### config.mk
export PLATFORM = sky130hd
export DESIGN_NAME = iib_ram
export DESIGN_NICKNAME = d
export VERILOG_FILES = /design/src/rtl/core/integral_image_builder_unit_defines.svh /design/src/rtl/core/iib_ram.sv
export SDC_FILE = /design/constraint.sdc
export NUM_CORES = 1
export LEC_CHECK = 0
export BUFFER_PORTS_ARGS = -buffer_cell sky130_fd_sc_hd__buf_2
export CAP_MARGIN = 25
export CORE_MARGIN = 1
export CORE_UTILIZATION = 54
export DETAILED_ROUTE_END_ITERATION = 8
export PLACE_DENSITY = 0.74
export SYNTH_ARGS = -nofsm -noshare
export SYNTH_HDL_FRONTEND = slang
export SYNTH_SLANG_ARGS = --single-unit
export TNS_END_PERCENT = 100
### constraint.sdc
create_clock -name clk_i -period 1.6 [get_ports clk_i]
set_input_delay 0.16 -clock clk_i [delete_from_list [all_inputs] [get_ports clk_i]]
set_output_delay 0.16 -clock clk_i [all_outputs]
set_load 0.03 [all_outputs]
### src/rtl/core/integral_image_builder_unit_defines.svh
// Assertion macros for the integral image builder.
// Included by files that carry concurrent checks; no other dependencies.
`ifndef INTEGRAL_IMAGE_BUILDER_UNIT_DEFINES_SVH
`define INTEGRAL_IMAGE_BUILDER_UNIT_DEFINES_SVH

`ifndef SYNTHESIS

`define IIB_ASSERT(label, clk, rst_n, prop, msg) \
  label: assert property (@(posedge clk) disable iff (!rst_n) (prop)) else $error(msg);

`define IIB_ASSERT_NEVER(label, clk, rst_n, cond, msg) \
  `IIB_ASSERT(label, clk, rst_n, !(cond), msg)

`else

`define IIB_ASSERT(label, clk, rst_n, prop, msg)

`define IIB_ASSERT_NEVER(label, clk, rst_n, cond, msg)

`endif

`endif

### src/rtl/core/iib_ram.sv
// Generic single-clock RAM, one write port and one registered read port.
// No dependencies.
module iib_ram #(
  parameter int WIDTH = 8,
  parameter int DEPTH = 16
) (
  input  logic                     clk_i,
  input  logic                     we_i,
  input  logic [$clog2(DEPTH)-1:0] waddr_i,
  input  logic [WIDTH-1:0]         wdata_i,
  input  logic [$clog2(DEPTH)-1:0] raddr_i,
  output logic [WIDTH-1:0]         rdata_o
);

  logic [WIDTH-1:0] mem_q [DEPTH];
  logic [WIDTH-1:0] rdata_q;

  always_ff @(posedge clk_i) begin
    if (we_i) begin
      mem_q[waddr_i] <= wdata_i;
    end
    rdata_q <= mem_q[raddr_i];
  end

  assign rdata_o = rdata_q;

endmodule

==> flow_summary.ini <==
[pwr]
p_leak_uw = 0.002108
ir_drop_v = 0.0007416
power.density_nw_per_um2 = 1354

[detailed_routing]
dr.first_iter.drc_count = 195
drt_wl_total_mm = 9.523
firstDrtPassIters = 4
vias = 2423
detail_route.vias_per_cell = 5.674
wl_per_cell_um = 22.30
drc_errors = 0
ant_nets = 0

[worst_setup_path]
reg2regPathDepth = 3
arrival_ns = 1.86
cp_cell_sequence = mux4_1, a22oi_1, nand2_1
rr_startpoint = mem_q[10][4]
cp.required_ns = 1.99
crit_path_top_delay_cell = mux4_1
slowest_delay_ns = 0.54
r2r-end = rdata_o[4]
crit_family = multiplexers
critPathBufInv = 0
start_kind = register
endpoint_kind = register
path_class = register to register
cp_max_fo = 1
rrSetupSlack_ns = 0.13

[job]
cap_violations = 0

[timing]
fin_skew_ns = 0.007374
fin_setup_tns_ns = 0
final.min_clock_period_ns = 1.472
period_share = 0.9201
hold_viol = 0
setup_viol = 0
rsz0062_at_grt = false
slew_headroom = 0.7385
tightestPinTransition_ns = 0.3923
timing.fmax_mhz = 679.3
finalMaxSlewViolations = 0

[min_path]
min_from = wdata_i[2]
hold_depth = 1
hold_end = mem_q[14][2]
hp-class = primary input to register

[clock_tree]
cts_buffer_depth = 2
h-tree-depth = 4
numCtsBuffers = 17
ctsHoldBuffers = 0
cts_setup_buffers = 0
clkLatencyLatePin_ns = 0.51
cts_tree = built
clk_pin_slew_worst_paths_ns = 0.06
ctsResizeCount = 0
cts_root_buffer = clkbuf_8
clock-sinks = 136

[floorplanning]
die_y_um = 99.64
start_util = 0.5571
die_w_um = 99.64
die_area_um2 = 9927
ios = 26
core_area_um2 = 9240
std_cell_rows = 35

[logic_synthesis]
syn_area_um2 = 5147
syn_nets = 247
synth-seq-cells = 136
syn_inst = 229
ys_types = 19
postSynthAreaPerCell_um2 = 22.48
ys_seq_area_frac = 0.7778
ys_warn_count = 0

[outcome]
status = completed

[cells_and_area]
antenna_cells = 0
finalNetCount = 304
syn2layout_area_growth_pct = 19.52
final_common_cell = edfxtp_1
final_cell_mix = edfxtp_1, buf_2, buf_4
fin_cells = 427
final_layout_size_suffix_gt1_frac = 0.3289

[grt]
grt_util_all_layers = 0.2189
overflow = 0
grt_pass1_wl_mm = 14.77
grt_pass1_vias = 2586
grt_antenna_before_repair = 0
grt_max_degree = 20

[placed_design]
place_inst = 396
place.gp.congestion = 0.7075
io_buffer_count = 25
post-dp-hpwl_mm = 5.995
cell usage after synthesis, drive strengths merged:
| master | count | area [µm²] |
|---|---|---|
| a22oi | 16 | 120.1 |
| and2 | 1 | 6.260 |
| and2b | 1 | 7.510 |
| buf | 7 | 56.30 |
| clkdlybuf4s25 | 3 | 30.03 |
| dfxtp | 8 | 160.2 |
| edfxtp | 128 | 3844 |
| mux4 | 32 | 773.2 |
| nand2 | 9 | 33.78 |
| nand2b | 2 | 12.51 |
| nand3 | 1 | 5.000 |
| nand3b | 2 | 15.01 |
| nor2 | 13 | 48.80 |
| nor2b | 1 | 6.260 |
| nor3 | 4 | 20.02 |
| or3b | 1 | 8.760 |
where the power goes:
part	total (µW)	internal (µW)	switching, µW
registers	4010	3980	29.5
logic	411	167	244
clock network	3900	2490	1420
total	8330	6640	1690
worst max path at each step:
stage                 start  slack, ns     endpoint  cells past startpoint
2_1_floorplan    waddr_i[2]       0.17  mem_q[3][0]                      2
3_3_place_gp     raddr_i[0]       0.05   rdata_o[4]                      5
3_5_place_dp     raddr_i[0]       0.02   rdata_o[4]                      5
4_1_cts        mem_q[10][4]       0.13   rdata_o[4]                      3
5_1_grt        mem_q[10][4]       0.07   rdata_o[4]                      3
6_report       mem_q[10][4]       0.13   rdata_o[4]                      3
registers in the layout (all words and copies together), names as in the netlist:
| register | cells |
|---|---|
| mem_q | 128 |
| rdata_o | 8 |
through the flow:
step	util	hold slack (ns)	total power, µW	cell area [µm²]	worst slack (ns)
after floorplan	-	0.2589	4324	5152	0.1739
final	0.6658	0.01607	8328	6152	0.1278
after global placement	0.6007	0.5419	4487	5550	0.04773
after detailed placement	0.6007	0.5451	4500	5550	0.01821
after global routing	0.6658	0.003019	8546	6152	0.06935
after CTS	0.6658	0.0009360	8374	6152	0.1348
kinds of logic after synthesis:
logic type	after synthesis	synth area share
mux	32	0.1502
flops	136	0.7778
simple gates	35	0.03184
buf+inv	10	0.01677
compound gates	16	0.02334
routing by layer:
| layer | vias up | routed length, µm | GRT usage |
|---|---|---|---|
| li1 | 1083 | - | - |
| met1 | 1239 | 3991 | 0.2828 |
| met2 | 86 | 4859 | 0.3526 |
| met3 | 15 | 495 | 0.06184 |
| met4 | 0 | 177 | 0.09389 |
| met5 | - | 0 | 0 |
layout make-up:
type	count	area (µm²)
repair buffers	48	322.8
flip-flops and latches	136	4004
well taps	129	161.4
clock buffers	20	455.4
clock inverters	11	146.4
multi-input cells	83	1062
fillers	587	3088
Note: power is estimated with default switching activity, not from simulation.
